[config.mk]
export PLATFORM = sky130hd
export DESIGN_NAME = locomotive_momentum_step_core
export DESIGN_NICKNAME = d
export VERILOG_FILES = /design/src/rtl/lms_pkg.sv /design/src/rtl/lms_serial_mul.sv /design/src/rtl/lms_isqrt.sv /design/src/rtl/locomotive_momentum_step_core.sv
export SDC_FILE = /design/constraint.sdc
export NUM_CORES = 2
export LEC_CHECK = 0
export CAP_MARGIN = 20
export CORE_MARGIN = 10
export CORE_UTILIZATION = 28
export DETAILED_ROUTE_END_ITERATION = 10
export DONT_BUFFER_PORTS = 1
export GPL_TIMING_DRIVEN = 0
export PLACE_DENSITY = 0.44
export SYNTH_ARGS = -nofsm -noshare
export SYNTH_HDL_FRONTEND = slang
export SYNTH_SLANG_ARGS = --single-unit
[constraint.sdc]
create_clock -name clk_i -period 23.7 [get_ports clk_i]
set_input_delay 0 -clock clk_i [delete_from_list [all_inputs] [get_ports clk_i]]
set_output_delay 0 -clock clk_i [all_outputs]
set_load 0.02 [all_outputs]
[src/rtl/lms_pkg.sv]
// Shared constants and types for the locomotive momentum step core.
package lms_pkg;

  localparam int unsigned FullScale = 25600;
  localparam int unsigned StandstillBand = 128;

  // Configuration register indexes
  localparam logic [2:0] CfgSpinup      = 3'd0;
  localparam logic [2:0] CfgAirDrag     = 3'd1;
  localparam logic [2:0] CfgRollDrag    = 3'd2;
  localparam logic [2:0] CfgBrakeGain   = 3'd3;
  localparam logic [2:0] CfgPowerGain   = 3'd4;
  localparam logic [2:0] CfgSmokeThrGain = 3'd5;
  localparam logic [2:0] CfgSmokeWrkGain = 3'd6;

  // Engine commands
  localparam logic [1:0] CmdStart = 2'd1;
  localparam logic [1:0] CmdStop  = 2'd2;

  // Multiplier request to the serial unit
  typedef struct packed {
    logic        start;
    logic [39:0] mcand;
    logic [39:0] mplier;
  } mul_req_t;

endpackage

[src/rtl/lms_serial_mul.sv]
// Bit-serial shift-and-add multiplier: one multiplier bit per cycle.
module lms_serial_mul
  import lms_pkg::*;
(
  input  logic        clk_i,
  input  logic        rst_ni,
  input  mul_req_t    req_i,
  output logic        done_o,
  output logic [79:0] prod_o
);

  logic [79:0] acc_q, acc_d;
  logic [79:0] mc_q, mc_d;
  logic [39:0] mp_q, mp_d;
  logic        busy_q, busy_d;

  always_comb begin
    acc_d  = acc_q;
    mc_d   = mc_q;
    mp_d   = mp_q;
    busy_d = busy_q;
    if (req_i.start) begin
      acc_d  = '0;
      mc_d   = {40'd0, req_i.mcand};
      mp_d   = req_i.mplier;
      busy_d = 1'b1;
    end else if (busy_q) begin
      if (mp_q[0]) acc_d = acc_q + mc_q;
      mc_d = {mc_q[78:0], 1'b0};
      mp_d = {1'b0, mp_q[39:1]};
      if (mp_q[39:1] == '0) busy_d = 1'b0;
    end
  end

  always_ff @(posedge clk_i or negedge rst_ni) begin
    if (!rst_ni) begin
      busy_q <= 1'b0;
    end else begin
      busy_q <= busy_d;
    end
  end

  always_ff @(posedge clk_i) begin
    acc_q <= acc_d;
    mc_q  <= mc_d;
    mp_q  <= mp_d;
  end

  // last step: independent of a new request, so a follow-on start may use it
  assign done_o = busy_q && (mp_q[39:1] == '0);
  assign prod_o = mp_q[0] ? acc_q + mc_q : acc_q;

endmodule

[src/rtl/lms_isqrt.sv]
// Digit-by-digit integer square root: one result bit per cycle.
module lms_isqrt
  import lms_pkg::*;
(
  input  logic        clk_i,
  input  logic        rst_ni,
  input  logic        start_i,
  input  logic [39:0] rad_i,
  output logic        done_o,
  output logic [19:0] root_o
);

  logic [39:0] rem_q, rem_d;
  logic [39:0] rad_q, rad_d;
  logic [19:0] root_q, root_d;
  logic [4:0]  cnt_q, cnt_d;
  logic        busy_q, busy_d;
  logic [41:0] trial;
  logic [41:0] rem_sh;

  always_comb begin
    rem_d  = rem_q;
    rad_d  = rad_q;
    root_d = root_q;
    cnt_d  = cnt_q;
    busy_d = busy_q;
    rem_sh = {rem_q, rad_q[39:38]};
    trial  = {20'd0, root_q, 2'b01};
    if (start_i) begin
      rem_d  = '0;
      rad_d  = rad_i;
      root_d = '0;
      cnt_d  = 5'd19;
      busy_d = 1'b1;
    end else if (busy_q) begin
      rad_d = {rad_q[37:0], 2'b00};
      if (rem_sh >= trial) begin
        rem_d  = 40'(rem_sh - trial);
        root_d = {root_q[18:0], 1'b1};
      end else begin
        rem_d  = rem_sh[39:0];
        root_d = {root_q[18:0], 1'b0};
      end
      if (cnt_q == '0) busy_d = 1'b0;
      cnt_d = cnt_q - 5'd1;
    end
  end

  always_ff @(posedge clk_i or negedge rst_ni) begin
    if (!rst_ni) begin
      busy_q <= 1'b0;
    end else begin
      busy_q <= busy_d;
    end
  end

  always_ff @(posedge clk_i) begin
    rem_q  <= rem_d;
    rad_q  <= rad_d;
    root_q <= root_d;
    cnt_q  <= cnt_d;
  end

  assign done_o = busy_q && !busy_d && !start_i;
  assign root_o = root_d;

endmodule

[src/rtl/locomotive_momentum_step_core.sv]
// Top level of the locomotive momentum step core.
//
//  channel   direction  fields
//  s_axis    in         tdata: throttle, brake, reverser, master, engine cmd
//  m_axis    out        tdata: speed, engine, smoke, engine running
//  cfg       in         write enable, index, 24-bit data
//
// One tick at a time: each accepted tick runs up to six products on the
// shift-and-add multiplier, which stops after the highest set multiplier bit,
// and up to two square roots; the power and throttle smoke steps are skipped
// when not needed, and all smoke steps when the engine is off. The input is
// ready again from the cycle the result appears. The result waits in an output
// register; a new tick is taken while it waits, and the following result holds
// in the last state until the register frees. Reset clears the state to
// engine off, zero levels, and the registers to their defaults.
module locomotive_momentum_step_core
  import lms_pkg::*;
(
  input  logic        clk_i,
  input  logic        rst_ni,
  input  logic        s_axis_tvalid,
  output logic        s_axis_tready,
  // [14:0] throttle_level, [29:15] brake_level, [31:30] reverser_dir,
  // [32] master_switch, [34:33] engine_cmd, [39:35] zero
  input  logic [39:0] s_axis_tdata,
  output logic        m_axis_tvalid,
  input  logic        m_axis_tready,
  // [15:0] speed_level, [30:16] engine_level, [45:31] smoke_level,
  // [46] engine_running, [47] zero
  output logic [47:0] m_axis_tdata,
  input  logic        cfg_we_i,
  input  logic [2:0]  cfg_idx_i,
  input  logic [23:0] cfg_data_i
);

  typedef enum logic [3:0] {
    StIdle, StAir1, StAir2, StBrake, StDrag, StPow, StPowSq,
    StSmk1, StSmk2, StSmkSq, StSmk3, StDone
  } state_e;

  state_e state_q;

  // configuration registers
  logic [14:0] spinup_q, roll_q;
  logic [23:0] air_q, brk_gain_q, pow_q, sthr_q, swrk_q;

  // tick state
  logic        eon_q;
  logic [14:0] eng_q;
  logic signed [16:0] spd_q;

  // per-tick working registers
  logic [14:0] thr_q, brk_q;
  logic [1:0]  dir_q;
  logic        master_q;
  logic [39:0] drag_q;
  logic [39:0] smk_q;

  logic        out_valid_q;
  logic [47:0] out_data_q;

  mul_req_t    mreq;
  logic        mdone;
  logic [79:0] mprod;
  logic        sq_start, sq_done;
  logic [39:0] sq_rad;
  logic [19:0] sq_root;

  lms_serial_mul u_mul (
    .clk_i, .rst_ni, .req_i(mreq), .done_o(mdone), .prod_o(mprod)
  );

  lms_isqrt u_sqrt (
    .clk_i, .rst_ni, .start_i(sq_start), .rad_i(sq_rad),
    .done_o(sq_done), .root_o(sq_root)
  );

  // front-end decode of the accepted item
  logic        acc;
  logic [14:0] in_thr;
  logic [1:0]  in_cmd;
  logic        in_master;
  logic        eon_new;
  logic signed [17:0] e_tmp;
  logic [14:0] eng_new;
  logic [16:0] mag;

  assign acc       = s_axis_tvalid && s_axis_tready;
  assign in_thr    = s_axis_tdata[14:0];
  assign in_master = s_axis_tdata[32];
  assign in_cmd    = s_axis_tdata[34:33];
  assign mag       = spd_q[16] ? 17'(-spd_q) : 17'(spd_q);

  always_comb begin
    eon_new = eon_q;
    if (in_cmd == CmdStart) eon_new = in_master;
    else if (in_cmd == CmdStop) eon_new = 1'b0;
    if (!in_master) eon_new = 1'b0;
    e_tmp = 18'(eng_q);
    if (eon_new) begin
      // lower deadband edge kept on the left so no side goes negative
      if ({2'b0, eng_q, 1'b0} + 18'(spinup_q) < 18'({in_thr, 1'b0}))
        e_tmp = 18'(eng_q) + 18'(spinup_q);
      else if ({2'b0, eng_q, 1'b0} > 18'({in_thr, 1'b0}) + 18'(spinup_q))
        e_tmp = 18'(eng_q) - 18'(spinup_q);
    end else begin
      e_tmp = 18'(eng_q) - 18'(spinup_q);
    end
    if (e_tmp < 0) eng_new = '0;
    else if (e_tmp > 18'(FullScale)) eng_new = 15'(FullScale);
    else eng_new = e_tmp[14:0];
  end

  // drag applied to speed, then push candidate
  logic signed [41:0] spd_drag;
  logic signed [16:0] spd_after;
  always_comb begin
    spd_drag = 42'(spd_q);
    if (spd_q > 0) begin
      spd_drag = 42'(spd_q) - $signed({2'b0, drag_q});
      if (spd_drag < 0) spd_drag = '0;
    end else if (spd_q < 0) begin
      spd_drag = 42'(spd_q) + $signed({2'b0, drag_q});
      if (spd_drag > 0) spd_drag = '0;
    end
    spd_after = 17'(spd_drag);
  end

  logic pow_ok;
  assign pow_ok = master_q && (eng_q != '0) &&
    ((dir_q == 2'b01 && spd_after > 0) || (dir_q == 2'b11 && spd_after < 0) ||
     (spd_after < 17'sd128 && spd_after > -17'sd128));

  logic signed [18:0] spd_push;
  always_comb begin
    spd_push = 19'(spd_after);
    if (dir_q == 2'b01) spd_push = 19'(spd_after) + 19'(sq_root[19:4]);
    else if (dir_q == 2'b11) spd_push = 19'(spd_after) - 19'(sq_root[19:4]);
  end

  logic signed [16:0] spd_clamp;
  always_comb begin
    if (spd_push > 19'sd25600) spd_clamp = 17'sd25600;
    else if (spd_push < -19'sd25600) spd_clamp = -17'sd25600;
    else spd_clamp = spd_push[16:0];
  end

  logic [40:0] smk_sum;
  assign smk_sum = {1'b0, smk_q} + 41'(mprod[59:20]);

  // result register loads when free or being emptied
  logic out_load;
  assign out_load = (state_q == StDone) && (!out_valid_q || m_axis_tready);

  always_comb begin
    mreq     = '0;
    sq_start = 1'b0;
    sq_rad   = '0;
    unique case (state_q)
      StIdle: if (acc) begin
        mreq.start = 1'b1; mreq.mcand = 40'(mag); mreq.mplier = 40'(mag);
      end
      StAir1: if (mdone) begin
        mreq.start = 1'b1; mreq.mcand = mprod[39:0]; mreq.mplier = 40'(air_q);
      end
      StAir2: if (mdone) begin
        mreq.start = 1'b1; mreq.mcand = 40'(brk_gain_q); mreq.mplier = 40'(brk_q);
      end
      StBrake: ;
      StDrag: if (pow_ok) begin
        mreq.start = 1'b1; mreq.mcand = 40'(pow_q); mreq.mplier = 40'(eng_q);
      end
      StPow: if (mdone) begin
        sq_start = 1'b1; sq_rad = mprod[39:0];
      end
      StPowSq: ;
      StSmk1: if (eon_q && thr_q > eng_q) begin
        mreq.start = 1'b1; mreq.mcand = 40'(sthr_q); mreq.mplier = 40'(thr_q - eng_q);
      end
      StSmk2: if (mdone || !(thr_q > eng_q)) begin
        sq_start = 1'b1; sq_rad = {9'd0, eng_q, 16'd0};
      end
      StSmkSq: if (sq_done) begin
        mreq.start = 1'b1; mreq.mcand = 40'(swrk_q); mreq.mplier = 40'(sq_root);
      end
      StSmk3: ;
      StDone: ;
      default: ;
    endcase
  end

  // configuration writes
  always_ff @(posedge clk_i or negedge rst_ni) begin
    if (!rst_ni) begin
      spinup_q <= 15'd256; air_q <= '0; roll_q <= '0; brk_gain_q <= '0;
      pow_q <= '0; sthr_q <= '0; swrk_q <= '0;
    end else if (cfg_we_i) begin
      unique case (cfg_idx_i)
        CfgSpinup:       spinup_q   <= cfg_data_i[14:0];
        CfgAirDrag:      air_q      <= cfg_data_i;
        CfgRollDrag:     roll_q     <= cfg_data_i[14:0];
        CfgBrakeGain:    brk_gain_q <= cfg_data_i;
        CfgPowerGain:    pow_q      <= cfg_data_i;
        CfgSmokeThrGain: sthr_q     <= cfg_data_i;
        CfgSmokeWrkGain: swrk_q     <= cfg_data_i;
        default: ;
      endcase
    end
  end

  // tick sequencer
  always_ff @(posedge clk_i or negedge rst_ni) begin
    if (!rst_ni) begin
      state_q <= StIdle; eon_q <= 1'b0; eng_q <= '0; spd_q <= '0;
      out_valid_q <= 1'b0; out_data_q <= '0;
      thr_q <= '0; brk_q <= '0; dir_q <= '0; master_q <= 1'b0;
      drag_q <= '0; smk_q <= '0;
    end else begin
      if (out_load) out_valid_q <= 1'b1;
      else if (m_axis_tvalid && m_axis_tready) out_valid_q <= 1'b0;
      unique case (state_q)
        StIdle: if (acc) begin
          thr_q <= in_thr; brk_q <= s_axis_tdata[29:15];
          dir_q <= s_axis_tdata[31:30]; master_q <= in_master;
          eon_q <= eon_new; eng_q <= eng_new;
          state_q <= StAir1;
        end
        StAir1: if (mdone) state_q <= StAir2;
        StAir2: if (mdone) begin
          drag_q  <= 40'(mprod[79:24]) + 40'(roll_q);
          state_q <= StBrake;
        end
        StBrake: if (mdone) begin
          drag_q  <= drag_q + 40'(mprod[79:16]);
          state_q <= StDrag;
        end
        StDrag: begin
          if (pow_ok) state_q <= StPow;
          else begin
            spd_q   <= (spd_after > 17'sd25600) ? 17'sd25600 :
                       (spd_after < -17'sd25600) ? -17'sd25600 : spd_after;
            state_q <= StSmk1;
          end
        end
        StPow: if (mdone) state_q <= StPowSq;
        StPowSq: if (sq_done) begin
          spd_q <= spd_clamp; state_q <= StSmk1;
        end
        StSmk1: begin
          smk_q <= '0;
          state_q <= eon_q ? StSmk2 : StDone;
        end
        StSmk2: if (mdone || !(thr_q > eng_q)) begin
          if (mdone) smk_q <= mprod[55:16];
          state_q <= StSmkSq;
        end
        StSmkSq: if (sq_done) state_q <= StSmk3;
        StSmk3: if (mdone) begin
          smk_q   <= (smk_sum > 41'(FullScale)) ? 40'(FullScale) : smk_sum[39:0];
          state_q <= StDone;
        end
        StDone: if (out_load) begin
          out_data_q  <= {1'b0, eon_q, smk_q[14:0], eng_q, spd_q[15:0]};
          state_q     <= StIdle;
        end
        default: state_q <= StIdle;
      endcase
    end
  end

  assign s_axis_tready = (state_q == StIdle);
  assign m_axis_tvalid = out_valid_q;
  assign m_axis_tdata  = out_data_q;

`ifndef ASSERT_OFF
  // output holds the engine flag of the state
  a_run: assert property (@(posedge clk_i) disable iff (!rst_ni)
    $rose(out_valid_q) |-> out_data_q[46] == eon_q) else $error("flag mismatch");
  // engine level never exceeds full scale
  a_eng: assert property (@(posedge clk_i) disable iff (!rst_ni)
    eng_q <= 15'(FullScale)) else $error("engine over range");
  // engine off means smoke reported zero
  a_smk: assert property (@(posedge clk_i) disable iff (!rst_ni)
    $rose(out_valid_q) && !eon_q |-> out_data_q[45:31] == '0) else $error("smoke when off");
`endif

endmodule

-- Yosys cells after proc, flatten, opt, wreduce, memory -nomap -nowiden
Cells that the tools add are included.
- register bits: 655
- input port bits: 72
- reduce and logical (&&, ||, !) cells: 45
- add/subtract/negate cells: 16
- eq/ne operators: 33
- mux-type cells: 75
- magnitude comparators: 19
- operators by type and width (kind ; number):
    $mux 40 ; 14
    $mux 81 ; 6
    $pmux 81 s6 ; 1
    $mux 17 ; 11
    $pmux 40 s2 ; 2
    $pmux 40 s3 ; 1
    $add 80x80->80 ; 1
    $mux 64 ; 1
    $mux 18 ; 3
    $pmux 4 s12 ; 1
    $add 17x41->42 ; 1
    $ge 42x22->1 ; 1
    $gt 42x1->1 const B ; 1
    $lt 42x1->1 const B ; 1
    $sub 17x41->42 ; 1
    $add 40x40->41 ; 1
    $gt 41x15->1 const B ; 1
    $add 40x15->40 ; 1
    $add 40x40->40 ; 1
    $mux 20 ; 2
    $mux 4 ; 10
    $sub 40x22->40 ; 1
    $logic_not 39->1 ; 1
    $mux 19 ; 2
    50 further kinds ; 122

-- Depth between registers and ports, before layout
- depth in word-level cells: 14
- mapped depth: 37
- gate-level depth less buffers: 35

-- Cells and area by module
A second synthesis with hierarchy kept.
- cells, all modules: 5893
- area total of the unflattened synthesis: 51981.1 µm²
- modules (own cells, without submodules) (module ; instances ; area an instance (µm²) ; cells an instance):
    locomotive_momentum_step_core ; 1 ; 32242.2 ; 3787
    lms_serial_mul ; 1 ; 13678.1 ; 1452
    lms_isqrt ; 1 ; 6060.8 ; 654

-- Worst setup path after synthesis
OpenSTA, ideal clock, no wires.
- path kind: register to register
- start: register spd_q[16]
- end: register spd_q[4]
- path buffers: 3
- clock period less this slack: 8.378 ns
- arrival time: 8.253 ns
- stages on the path, launching flop included: 35
- setup slack: 15.322 ns
- library setup time: 0.125 ns
- path through: dfrtp_1 -> ha_1 -> clkbuf_1 -> or4_1 -> nand4b_1 -> a211oi_1 -> nor4b_1 -> a2111oi_0 -> mux2i_1 -> nand4_1 -> or4_1 -> or4_1 -> buf_2 -> nand2_1 -> clkbuf_1 -> a22oi_1 -> nand2_1 -> o21ai_0 -> inv_1 -> ha_1 -> or2_2 -> o311a_1 -> o21ai_0 -> o211ai_1 -> a41o_1 -> a21oi_1 -> o21a_1 -> nor2_1 -> a221o_1 -> nor3_1 -> o21ai_0 -> and2_1 -> and3_1 -> a32o_1 -> mux2_2
- cells in the longest elaborated chain, start to end: 13
- elaborated cells on any way between the ends: 37
- classes of those cells: add/sub: 4; order compare: 12; eq/ne: 1; mux: 13; reduce/logical: 7
- RTL lines (item ; RTL line ; text):
    from (decl) ; locomotive_momentum_step_core.sv:50 ; logic signed [16:0] spd_q;
    from (signal assigned) ; locomotive_momentum_step_core.sv:240 ; spd_q <= (spd_after > 17'sd25600) ? 17'sd25600 :
    from (signal assigned) ; locomotive_momentum_step_core.sv:247 ; spd_q <= spd_clamp; state_q <= StSmk1;
    $add 17x41->42 ; locomotive_momentum_step_core.sv:123 ; spd_drag = 42'(spd_q) + $signed({2'b0, drag_q});
    $gt 42x1->1 ; locomotive_momentum_step_core.sv:124 ; if (spd_drag > 0) spd_drag = '0;
    $mux 17 ; locomotive_momentum_step_core.sv:124 ;
    $mux 17 ; locomotive_momentum_step_core.sv:122 ; end else if (spd_q < 0) begin
    $mux 17 (*) ; locomotive_momentum_step_core.sv:119 ; if (spd_q > 0) begin
    $sub 17x17->18 ; locomotive_momentum_step_core.sv:138 ; else if (dir_q == 2'b11) spd_push = 19'(spd_after) - 19'(sq_root[19:4]);
    $mux 19 ; locomotive_momentum_step_core.sv:138 ;
    $mux 19 ; locomotive_momentum_step_core.sv:137 ; if (dir_q == 2'b01) spd_push = 19'(spd_after) + 19'(sq_root[19:4]);
    $lt 19x16->1 ; locomotive_momentum_step_core.sv:144 ; else if (spd_push < -19'sd25600) spd_clamp = -17'sd25600;
    $mux 17 ; locomotive_momentum_step_core.sv:144 ;
    $mux 17 ; locomotive_momentum_step_core.sv:143 ; if (spd_push > 19'sd25600) spd_clamp = 17'sd25600;
    $mux 17 ; locomotive_momentum_step_core.sv:246 ; StPowSq: if (sq_done) begin
    $pmux 17 s2 ; locomotive_momentum_step_core.sv:221 ; unique case (state_q)
Mark *: on every way between the ends. The rest lies on a longest branch, timed or not. The select of a mux whose other input is x is not followed.
A chain may end at the register's enable or synchronous reset.

-- Worst setup path after layout
- start: register spd_q[13]
- end: register spd_q[5]
Same word-level chain as after synthesis.

==> results.md <==
* Xor-xnor portion of the synthesized cell area at 0.0533
* Slew Limit Fails at 0
* Slew @ Worst Pin at 1.31 ns
* Clk buf depth at 3
* Maxcap violations at 0
* Die Wd at 432 µm
* Outcome: finished clean
* Met2 wire length at 89.7 mm
* Met3 wire len at 8.30 mm
* Post-DP Area at 50500 µm²
* M1 WL at 89.1 mm
* Post-Syn Area per Cell at 8.69 µm²
* Critical path arrival at 10.94 ns
* Post-synthesis sequential area ratio at 0.325
* Final WS setup at 13.39 ns
* Initial antenna violation count at 21
* CP max-delay cell: dfrtp_1
* Commonest cells in the netlist: 465 x nor2_1, 423 x a21oi_1, 413 x nand2_1
* CORE AREA at 169000 µm²
* Synth top area cells: dfrtp_1 18%, ha_1 10%, edfxtp_1 7.6%
* Compound-cell area share of the yosys netlist at 0.229
* Crit start category: flip-flop
* Boundary Pins at 122
* Area leader, netlist: dfrtp_1
* Total placed cells including tap cells at 7700
* Post-synth EDFFs at 120
* Vias per std cell at 5.41
* GRT Resource Usage Total at 0.199
* Largest net degree at the start of global routing at 351
* Fill cells at 17800
* FF+latch count, synth at 623
* Synth Area in Simple Gates at 0.158
* Layout cells sized above 1 at 0.0766
* DR iter-0 viols at 3369
* Mapped Cells at 5463
* Period utilization at 0.435
* Most frequent CP cell: o21ai_0
* Distinct cells, synth at 97
* Unrepaired setup endpoints after global routing: no
* YS warnings at 0
* Clk_skew at 0.0608 ns
* Crit. End Element: flip-flop
* CTS clock-pin slew for the worst setup and hold paths at 0.06 ns
* Mux cell area share after synthesis at 0.0772
* First-pass GRT wire length at 283 mm
* Setup TNS at 0 ns
* Worst hold-check path type: input pin to flip-flop
* CTS sink count at 623
* DR pass1 iterations at 6
* Port bufs at 0
* Largest family of logic cells by synthesized area: compound AO/OA/AOI/OAI gates
* Fin. Hold Viols at 0
* R2R setup slack at 13.39 ns
* Post-CTS resize count at 0
* H-tree depth at 3
* Worst Path Max Fanout at 10
* GPL Wtd Cong at 0.898
* WP data required at 24.34 ns
* # hold bufs at CTS at 101
* Detailed Route WL at 193 mm
* TritonCTS clock tree: done
* Worst vdd ir at 94.0 µV
* Vias in the first global route at 41800
* Adder-Cell Fraction of Synth Area at 0.111
* Chip Height at 432 µm
* Initial core utilization at 0.281
* Root Buffer: clkbuf_16
* DPL Wire Length at 151 mm
* Worst Path Class, Setup: flip-flop to flip-flop
* Design area at 54300 µm²
* Post-Layout Cell Count at 7952
* Total design power at 8.68 mW
* DR WL/cell at 24.3 µm
* Via count at 43000
* Hold slack at 0.0643 ns
* DR top layer: met5
* Dominant synthesized flop cell: dfrtp_1
* Ys async rst share at 0.562
* Max Freq at 0.0970 GHz
* Tmin final at 10.31 ns
* CTS Buf Count at 78
* Final setup vio count at 0
* Post-Syn Area at 47500 µm²
* Synth top area share at 0.184
* # rows at 151
* Slew headroom at 0.130
* Most frequent cell after synthesis: nor2_1
* Worst stage delay on the critical path at 0.85 ns
* Antenna viol nets, final at 0
* # DRC at 0
* Grt total ovfl at 0
* Pleak at 24.1 nW
* DP Worst Slack at 13.55 ns
* Postcts setup bufs at 0
* Area grow syn2layout at 14.4%
* Worst-Skew Late Latency at 0.72 ns
* Syn nets at 5946
* Final core occ at 0.321
* Power Dens Cells at 160 nW/µm²
* Die area at 186000 µm²
* Nets at 6150
metal layers:
layer  global-route usage  vias up
li1                     -    20500
met1                0.270    21300
met2                0.330     1024
met3               0.0211      240
met4               0.0615        4
met5                    0        -
flip-flops by register name, summed over array words and instances (netlist names), 20 cells and up:
signal,flops
sthr_q,24
u_sqrt.rem_q,40
u_mul.mp_q,40
m_axis_tdata,47
smk_q,40
pow_q,24
drag_q,40
u_sqrt.root_q,20
brk_gain_q,24
air_q,24
swrk_q,24
u_mul.acc_q,64
u_sqrt.rad_q,40
u_mul.mc_q,64
report_power, final:
part	internal (mW)	switching (mW)
combinational	2.03	3.45
sequential	1.49	0.417
clock	0.743	0.546
total	4.26	4.42
worst paths after layout:
kind                                from     endpoint  cells after the start
setup / recovery               spd_q[13]     spd_q[5]                     34
max in group asynchronous         rst_ni  spinup_q[0]                      5
hold reg to reg                thr_q[12]    thr_q[12]                      2
setup reg to reg               spd_q[13]     spd_q[5]                     34
hold / removal             s_axis_tvalid     thr_q[1]                      3
min in group asynchronous         rst_ni   drag_q[25]                      3
kinds of logic (layout without fill, tap and decap cells):
kind of cell / after synthesis / count (layout)
xor+xnor: 289 / 289
fa+ha+maj: 412 / 412
flops: 623 / 623
mux: 340 / 340
buf+inv: 582 / 850
compound gates: 1645 / 1645
simple gates: 1571 / 1571
other cells: 1 / 4
worst max-delay path, delay by kind of cell, from the launching register on:
kind | cells | cell delay (ns)
mux | 1 | 0.29
buf+inv | 3 | 0.86
compound gates | 16 | 3.93
xor+xnor | 1 | 0.19
flops | 1 | 0.85
simple gates | 11 | 3.39
fa+ha+maj | 2 | 0.71
area by class of cell:
type                            instances  area [µm²]  area share
Buffer                                256        1010      0.0185
Inverter                              326        1220      0.0225
Multi-Input combinational cell       4258       29900       0.550
Sequential cell                       623       15400       0.284
Timing Repair Buffer                  124        1270      0.0234
Antenna cell                            3        7.51    0.000138
Clock inverter                         37         513     0.00944
Tap cell                             2218        2780      0.0511
Clock buffer                          107        2220      0.0409
cell usage in the layout, fill, tap and decap left out, drive strengths merged, types with 120 or more instances in the layout:
cell and count:
ha 398, clkbuf 318, dfxtp 153, dfrtp 349, xnor2 188, nand2 414, nand3 123, nor3 127
mux2 211, o21ai 347, inv 323, a21oi 423, mux2i 129, a21o 159, edfxtp 120, a211oi 129
nor2 466
(Power assumes the default switching activity.)
